$ cat src/sv/ilid_pkg.sv
`timescale 1ns / 1ps
// ----------------------------------------------------------------------------
// ilid_pkg
// Shared types and constants of the positional insert/delete list.
// ----------------------------------------------------------------------------
package ilid_pkg;

   // list storage geometry
   localparam int CAPACITY = 64;
   localparam int ADDR_W   = $clog2(CAPACITY);
   localparam int COUNT_W  = 7;
   localparam int DATA_W   = 32;

   // operation codes carried by req_mode
   typedef enum logic [2:0] {
      MODE_READ   = 3'd0,
      MODE_HEAD   = 3'd1,
      MODE_TAIL   = 3'd2,
      MODE_AT     = 3'd3,
      MODE_DELETE = 3'd4
   } mode_type;

   // status codes carried by rsp_status
   typedef enum logic [1:0] {
      ST_DONE  = 2'd0,
      ST_RANGE = 2'd1,
      ST_FULL  = 2'd2
   } status_type;

   // sequencer states, one-hot
   typedef enum logic [7:0] {
      S_IDLE   = 8'b0000_0001,
      S_FETCH  = 8'b0000_0010,
      S_CATCH  = 8'b0000_0100,
      S_INS_RD = 8'b0000_1000,
      S_INS_WR = 8'b0001_0000,
      S_PUT    = 8'b0010_0000,
      S_DEL_RD = 8'b0100_0000,
      S_DEL_WR = 8'b1000_0000
   } state_type;

   // list length and RAM address types
   typedef logic [COUNT_W-1:0] count_type;
   typedef logic [ADDR_W-1:0]  addr_type;

endpackage

$ cat src/sv/indexed_list_insert_delete_core.sv
`timescale 1ns / 1ps
// Read passes S_FETCH and S_CATCH; insert moves each entry at or after the position
// up, then writes the new value in S_PUT; delete moves each later entry down, or
// answers at once on the last entry, as do out-of-range, full and unused modes.
// The response is held until rsp_ready. One transaction at a time, accepted again
// the cycle after the response is taken; a shifted entry takes a RAM read and write.
// Reset (synchronous, active high) empties the list; RAM contents are not cleared.
// ----------------------------------------------------------------------------
// indexed_list_insert_delete_core
// Ordered list of signed 32-bit values with read, insert at head/tail/position
// and delete at position. Later entries are moved one RAM word per step.
// ----------------------------------------------------------------------------
module indexed_list_insert_delete_core (
   input  logic                          clock,
   input  logic                          reset,
   input  logic                          req_valid,
   output logic                          req_ready,
   input  logic [2:0]                    req_mode,
   input  logic [6:0]                    req_position,
   input  logic signed [31:0]            req_value,
   output logic                          rsp_valid,
   input  logic                          rsp_ready,
   output logic signed [31:0]            rsp_read_data,
   output logic [1:0]                    rsp_status,
   output logic [ilid_pkg::COUNT_W-1:0]  rsp_length
);
   import ilid_pkg::*;

   state_type             state_ff, state_in;
   logic                  pend_ff, pend_in;
   count_type             count_ff, count_in;
   addr_type              ptr_ff, ptr_in;
   addr_type              target_ff, target_in;
   logic [DATA_W-1:0]     value_ff, value_in;
   logic [DATA_W-1:0]     data_ff, data_in;
   status_type            status_ff, status_in;

   logic [DATA_W-1:0]     entry_mem [CAPACITY];
   logic [DATA_W-1:0]     rd_data_ff;
   addr_type              rd_addr;
   addr_type              wr_addr;
   logic [DATA_W-1:0]     wr_data;
   logic                  wr_en;
   logic                  accept;
   logic                  full;
   count_type             ptr_ext;

   assign req_ready     = (state_ff == S_IDLE) && !pend_ff;
   assign rsp_valid     = pend_ff;
   assign rsp_read_data = data_ff;
   assign rsp_status    = status_ff;
   assign rsp_length    = count_ff;

   assign accept  = req_valid && req_ready;
   assign full    = (count_ff == COUNT_W'(CAPACITY));
   assign ptr_ext = {1'b0, ptr_ff};

   // shared address unit: current pointer, or its neighbor while moving entries
   always_comb begin
      priority case (1'b1)
         state_ff[3]: rd_addr = ptr_ff - 1'b1;
         state_ff[6]: rd_addr = ptr_ff + 1'b1;
         default:     rd_addr = ptr_ff;
      endcase
   end

   // write port: moved word, or the new value
   always_comb begin
      wr_en   = (state_ff == S_INS_WR) || (state_ff == S_DEL_WR) || (state_ff == S_PUT);
      wr_addr = (state_ff == S_PUT) ? target_ff : ptr_ff;
      wr_data = (state_ff == S_PUT) ? value_ff : rd_data_ff;
   end

   // list RAM, registered read
   always_ff @(posedge clock) begin
      if (wr_en) begin
         entry_mem[wr_addr] <= wr_data;
      end
      rd_data_ff <= entry_mem[rd_addr];
   end

   // sequencer
   always_comb begin
      state_in  = state_ff;
      pend_in   = pend_ff;
      count_in  = count_ff;
      ptr_in    = ptr_ff;
      target_in = target_ff;
      value_in  = value_ff;
      data_in   = data_ff;
      status_in = status_ff;

      // drop the response once taken
      if (pend_ff && rsp_ready) begin
         pend_in = 1'b0;
      end

      unique case (state_ff)
         S_IDLE: begin
            if (accept) begin
               data_in   = '0;
               status_in = ST_DONE;
               value_in  = req_value;
               unique case (req_mode)
                  MODE_READ: begin
                     if (COUNT_W'(req_position) < count_ff) begin
                        ptr_in   = req_position[ADDR_W-1:0];
                        state_in = S_FETCH;
                     end else begin
                        data_in   = '1;
                        status_in = ST_RANGE;
                        pend_in   = 1'b1;
                     end
                  end
                  MODE_HEAD, MODE_TAIL, MODE_AT: begin
                     if ((req_mode == MODE_AT) && (COUNT_W'(req_position) > count_ff)) begin
                        status_in = ST_RANGE;
                        pend_in   = 1'b1;
                     end else if (full) begin
                        status_in = ST_FULL;
                        pend_in   = 1'b1;
                     end else begin
                        ptr_in = count_ff[ADDR_W-1:0];
                        priority case (req_mode)
                           MODE_HEAD: target_in = '0;
                           MODE_TAIL: target_in = count_ff[ADDR_W-1:0];
                           default:   target_in = req_position[ADDR_W-1:0];
                        endcase
                        state_in = (count_ff[ADDR_W-1:0] == target_in) ? S_PUT : S_INS_RD;
                     end
                  end
                  MODE_DELETE: begin
                     if (COUNT_W'(req_position) < count_ff) begin
                        ptr_in = req_position[ADDR_W-1:0];
                        if ((COUNT_W'(req_position) + 1'b1) < count_ff) begin
                           state_in = S_DEL_RD;
                        end else begin
                           count_in = count_ff - 1'b1;
                           pend_in  = 1'b1;
                        end
                     end else begin
                        status_in = ST_RANGE;
                        pend_in   = 1'b1;
                     end
                  end
                  default: begin
                     status_in = ST_RANGE;
                     pend_in   = 1'b1;
                  end
               endcase
            end
         end
         // read address presented, wait for RAM word
         S_FETCH: state_in = S_CATCH;
         S_CATCH: begin
            data_in  = rd_data_ff;
            pend_in  = 1'b1;
            state_in = S_IDLE;
         end
         // move entry ptr-1 up to ptr
         S_INS_RD: state_in = S_INS_WR;
         S_INS_WR: begin
            ptr_in   = ptr_ff - 1'b1;
            state_in = ((ptr_ff - 1'b1) == target_ff) ? S_PUT : S_INS_RD;
         end
         // place the new value and grow the list
         S_PUT: begin
            count_in = count_ff + 1'b1;
            pend_in  = 1'b1;
            state_in = S_IDLE;
         end
         // move entry ptr+1 down to ptr
         S_DEL_RD: state_in = S_DEL_WR;
         S_DEL_WR: begin
            ptr_in = ptr_ff + 1'b1;
            if ((ptr_ext + COUNT_W'(2)) < count_ff) begin
               state_in = S_DEL_RD;
            end else begin
               count_in = count_ff - 1'b1;
               pend_in  = 1'b1;
               state_in = S_IDLE;
            end
         end
         default: state_in = S_IDLE;
      endcase
   end

   // control registers
   always_ff @(posedge clock) begin
      if (reset) begin
         state_ff <= S_IDLE;
         pend_ff  <= 1'b0;
         count_ff <= '0;
      end else begin
         state_ff <= state_in;
         pend_ff  <= pend_in;
         count_ff <= count_in;
      end
   end

   // payload registers
   always_ff @(posedge clock) begin
      ptr_ff    <= ptr_in;
      target_ff <= target_in;
      value_ff  <= value_in;
      data_ff   <= data_in;
      status_ff <= status_in;
   end

endmodule
$ cat config.mk
export PLATFORM = sky130hd
export DESIGN_NAME = indexed_list_insert_delete_core
export DESIGN_NICKNAME = d
export VERILOG_FILES = /design/src/sv/ilid_pkg.sv /design/src/sv/indexed_list_insert_delete_core.sv
export SDC_FILE = /design/constraint.sdc
export NUM_CORES = 2
export LEC_CHECK = 0
export BUFFER_PORTS_ARGS = -buffer_cell sky130_fd_sc_hd__clkbuf_2
export CORE_UTILIZATION = 45
export DETAILED_ROUTE_END_ITERATION = 6
export PLACE_DENSITY = 0.63
export SLEW_MARGIN = 20
export SYNTH_ARGS = -nofsm -noshare
export SYNTH_HDL_FRONTEND = slang
export SYNTH_SLANG_ARGS = --single-unit
$ cat constraint.sdc
create_clock -name clock -period 4.9 [get_ports clock]
set_input_delay 1.225 -clock clock [delete_from_list [all_inputs] [get_ports clock]]
set_output_delay 1.225 -clock clock [all_outputs]
set_load 0.02 [all_outputs]
==> impl_metrics.toml <==
[sta]
postLayoutSetupSlackWorst_ps = 205
grt_setup_unrepaired = "false"
final_slew_viol_count = 0
worst_slew_margin_rel_pct = 26.1
fin_setup_tns_ps = 0
number_of_setup_violations_in_the_final_report = 0
maxClockFrequency_ghz = 0.213
layout_worst_path_cycle_share_pct = 95.8
worst_pin_slew_ps = 1100
worst_clock_skew_ps = 62.8
final_hold_viol_count = 0
period_minus_slack_ps = 4700

[setup_path]
cp_top_family = "compound AO/OA/AOI/OAI gates"
critical_path_required_ps = 5600
kind_of_critical_path = "register to register"
setup.worst_path.start_class = "register"
critical_path_cell_by_cell = "inv_1 > ha_1 > nor3b_1 > xnor2_1 > mux2_2 > buf_4 > nor3_2 > buf_4 > a22oi_1 > nand4_1 > a21oi_1 > a211oi_1"
timing.critical_path.slowest_cell_delay_ps = 640
cpMostUsedCell = "sky130_fd_sc_hd__buf_4"
path_buf_inv = 3
worstSetupEndpointType = "register"
timing.critical_path.arrival_ps = 5390
critical_path.slowest_cell = "sky130_fd_sc_hd__a22oi_1"
cp_max_fo = 65

[cts]
numClockSinks = 2174
buffer_levels_on_the_longest_clock_path = 3
cts.htree.levels = 4
cts_root_buffer = "sky130_fd_sc_hd__clkbuf_16"
cts_inserted_buffers = 217
cts.reportedPaths.clkPinSlew_ps = 60
worstSkewPairLatency_ps = 870
clock_tree_from_tritoncts = "done"
post_cts_resized = 0

[power_and_ir_drop]
power_per_standard_cell_area_nw_per_um2 = 538
p_int_w = 0.0362
peakVddDrop_mv = 0.447
fraction_of_power_consumed_by_sequential_logic_pct = 45.0
total_power_w = 0.0530
power.switching_w = 0.0168
p_comb_share_pct = 23.9
clock_power_share_pct = 31.1
static-leakage-power_nw = 32.7
switching_share_pct = 31.8

[placement]
post_dp_cell_area_sq_um = 91300
place_congestion = 0.945
numPortBuffers = 88
dp_hpwl_um = 142000
post-place-ws_ps = 193

[logic_synthesis]
syn-mean-instance-area_sq_um = 16.2
share_of_synthesized_flip_flops_with_an_asynchronous_set_or_reset_pct = 0
yosys_warnings = 0
synth.net_count = 5358
postSynthRegisterBits = 2174
synth-edff-count = 2126
synthTopCellsByArea = "sky130_fd_sc_hd__edfxtp_1, sky130_fd_sc_hd__mux4_2, sky130_fd_sc_hd__nand2_1"
synth_top_area_share_pct = 74.6
synth_cells = 5280
ys_dominant_reg_cell = "sky130_fd_sc_hd__edfxtp_1"
syn_area_sq_um = 85600
ys_types = 82
yosys.area.top_type = "sky130_fd_sc_hd__edfxtp_1"
seq_area_frac_synth_pct = 75.7
synth_common_cells = "sky130_fd_sc_hd__edfxtp_1, sky130_fd_sc_hd__nand2_1, sky130_fd_sc_hd__nand3_1"
most_frequent_cell_after_synthesis = "sky130_fd_sc_hd__edfxtp_1"

[layout]
multi_input_comb_area_sq_um = 19900
n_fill_cell = 14900
register_area_sq_um = 64800
post_route_cells_drive_above_1_share_pct = 18.0
fin_area_sq_um = 98400
fin_nets = 5620
utilization_pct = 52.2
areaGrowthSynthToFinish_pct = 15.0

[grt]
first_global_vias = 46900
met1_usage_pct = 34.6
grt_overflow_total = 0
grt_use_total_pct = 24.8
grt_most_used_layer = "met2"
wire_length_of_the_first_global_routing_pass_um = 344000
grt_start_max_net_pins = 106
grt_util_met3_pct = 4.97
grt_antenna_before_repair = 11
grt.met2_usage_pct = 38.8

[drt]
route.vias.total = 49500
dr.pass1.iters = 6
drtAntennaViolNets = 0
route.final.wire_length_um = 240000
starting_drc_count_in_detailed_routing = 6132
viasPerCell = 6.01
route.detailed.wl_per_inst_um = 29.2
drc_errors = 0

[floorplan]
pin_count = 89
rows = 159
core_area_sq_um = 188000
die-width_um = 438
fp.dieH_um = 438
initial_utilization_pct = 45.4
die-area_sq_um = 192000

[outcome]
outcome = "complete, no violations"

[min_path]
worst_hold_path_type = "input pin to register"

[run]
cap_viol_max_count = 0
## metal layers
metal | wire [um] | share of wire (%)
met5 | 13 | 0.0054
met4 | 9010 | 3.7
met3 | 22000 | 9.2
met2 | 113000 | 47
met1 | 96800 | 40
## logic make-up (layout without fill, tap and decap cells)
group,Yosys count,in the layout,synth area share [%]
and+or+nand+nor,1617,1617,8.33
AOI/OAI and AO/OA,581,581,4.89
muxes,483,483,8.45
xor gates and xnor gates,33,33,0.364
adders and majority gates,32,32,0.477
DFF,2174,2174,75.7
buffers and inverters,360,812,1.77
other,0,2,0
## metrics by stage
stage          hold WS [ps]  std cells
2_1_floorplan           473       5280
3_3_place_gp            499       7817
3_5_place_dp            515       7817
4_1_cts                 485       8226
5_1_grt                 505       8227
6_report                534       8229
## power by group through the flow
stage | clock network (W) | logic [W] | registers [W]
after global routing | 0.0173 | 0.0132 | 0.0238
after global placement | 0 | 0.0123 | 0.0242
final | 0.0165 | 0.0127 | 0.0239
after detailed placement | 0 | 0.0126 | 0.0242
after CTS | 0.0166 | 0.0126 | 0.0238
after floorplan | 0 | 0.00632 | 0.0240
## layout make-up
cell class / instances / area share [%]
Timing Repair Buffer: 390 / 3.55
Tap cell: 2495 / 3.17
Clock inverter: 131 / 1.38
Inverter: 13 / 0.0547
Clock buffer: 278 / 5.79
Sequential cell: 2174 / 65.8
Antenna cell: 2 / 0.00509
Multi-Input combinational cell: 2746 / 20.2
## registers in the layout, indices dropped and copies added, names as in the netlist
register and count:
rsp_length 7, rd_data_ff 32, target_ff 6, rsp_valid 1, entry_mem 2048, ptr_ff 6, value_ff 32, rsp_status 2
rsp_read_data 32, state_ff 8
## cell usage in the layout, fill, tap and decap left out, types with 7 or more instances in the layout
master / count
sky130_fd_sc_hd__nand2_1: 885
sky130_fd_sc_hd__and3_1: 8
sky130_fd_sc_hd__buf_12: 63
sky130_fd_sc_hd__a22o_1: 12
sky130_fd_sc_hd__inv_1: 12
sky130_fd_sc_hd__nand4_1: 64
sky130_fd_sc_hd__clkbuf_2: 88
sky130_fd_sc_hd__clkbuf_1: 58
sky130_fd_sc_hd__buf_4: 239
sky130_fd_sc_hd__a211oi_1: 40
sky130_fd_sc_hd__clkinv_2: 46
sky130_fd_sc_hd__o21ai_0: 52
sky130_fd_sc_hd__nor2_4: 67
sky130_fd_sc_hd__clkbuf_16: 218
sky130_fd_sc_hd__o22ai_1: 38
sky130_fd_sc_hd__a22oi_1: 33
sky130_fd_sc_hd__ha_1: 31
sky130_fd_sc_hd__mux2i_1: 260
sky130_fd_sc_hd__nor2_1: 25
sky130_fd_sc_hd__nand3b_1: 8
sky130_fd_sc_hd__edfxtp_1: 2126
sky130_fd_sc_hd__a21o_1: 44
sky130_fd_sc_hd__xor2_1: 9
sky130_fd_sc_hd__dfxtp_1: 48
sky130_fd_sc_hd__a32oi_1: 94
sky130_fd_sc_hd__o211ai_1: 32
sky130_fd_sc_hd__nand2b_1: 10
sky130_fd_sc_hd__mux2_2: 35
sky130_fd_sc_hd__a32o_1: 7
sky130_fd_sc_hd__bufinv_16: 19
sky130_fd_sc_hd__a21oi_1: 119
sky130_fd_sc_hd__nor2b_1: 8
sky130_fd_sc_hd__clkinvlp_4: 10
sky130_fd_sc_hd__xnor2_1: 21
sky130_fd_sc_hd__nand3_1: 492
sky130_fd_sc_hd__clkinv_1: 37
sky130_fd_sc_hd__a221oi_1: 65
sky130_fd_sc_hd__mux4_2: 188
## path summary, 6_finish.rpt
| check | startpoint | end | slack, ps | depth (start not counted) |
|---|---|---|---|---|
| worst max register to register | ptr_ff[1] | rd_data_ff[23] | 200 | 12 |
| worst max-delay path | ptr_ff[1] | rd_data_ff[23] | 200 | 12 |
| worst min-delay path | req_value[10] | value_ff[10] | 530 | 1 |
| worst min register to register | state_ff[1] | state_ff[2] | 530 | 2 |
## what timing repair did
action | in CTS | in global routing
buffers inserted | 0 | 1
hold buffers | 0 | 0
endpoints found under the setup margin | 0 | 4
Note: power is estimated with default switching activity, not from simulation.
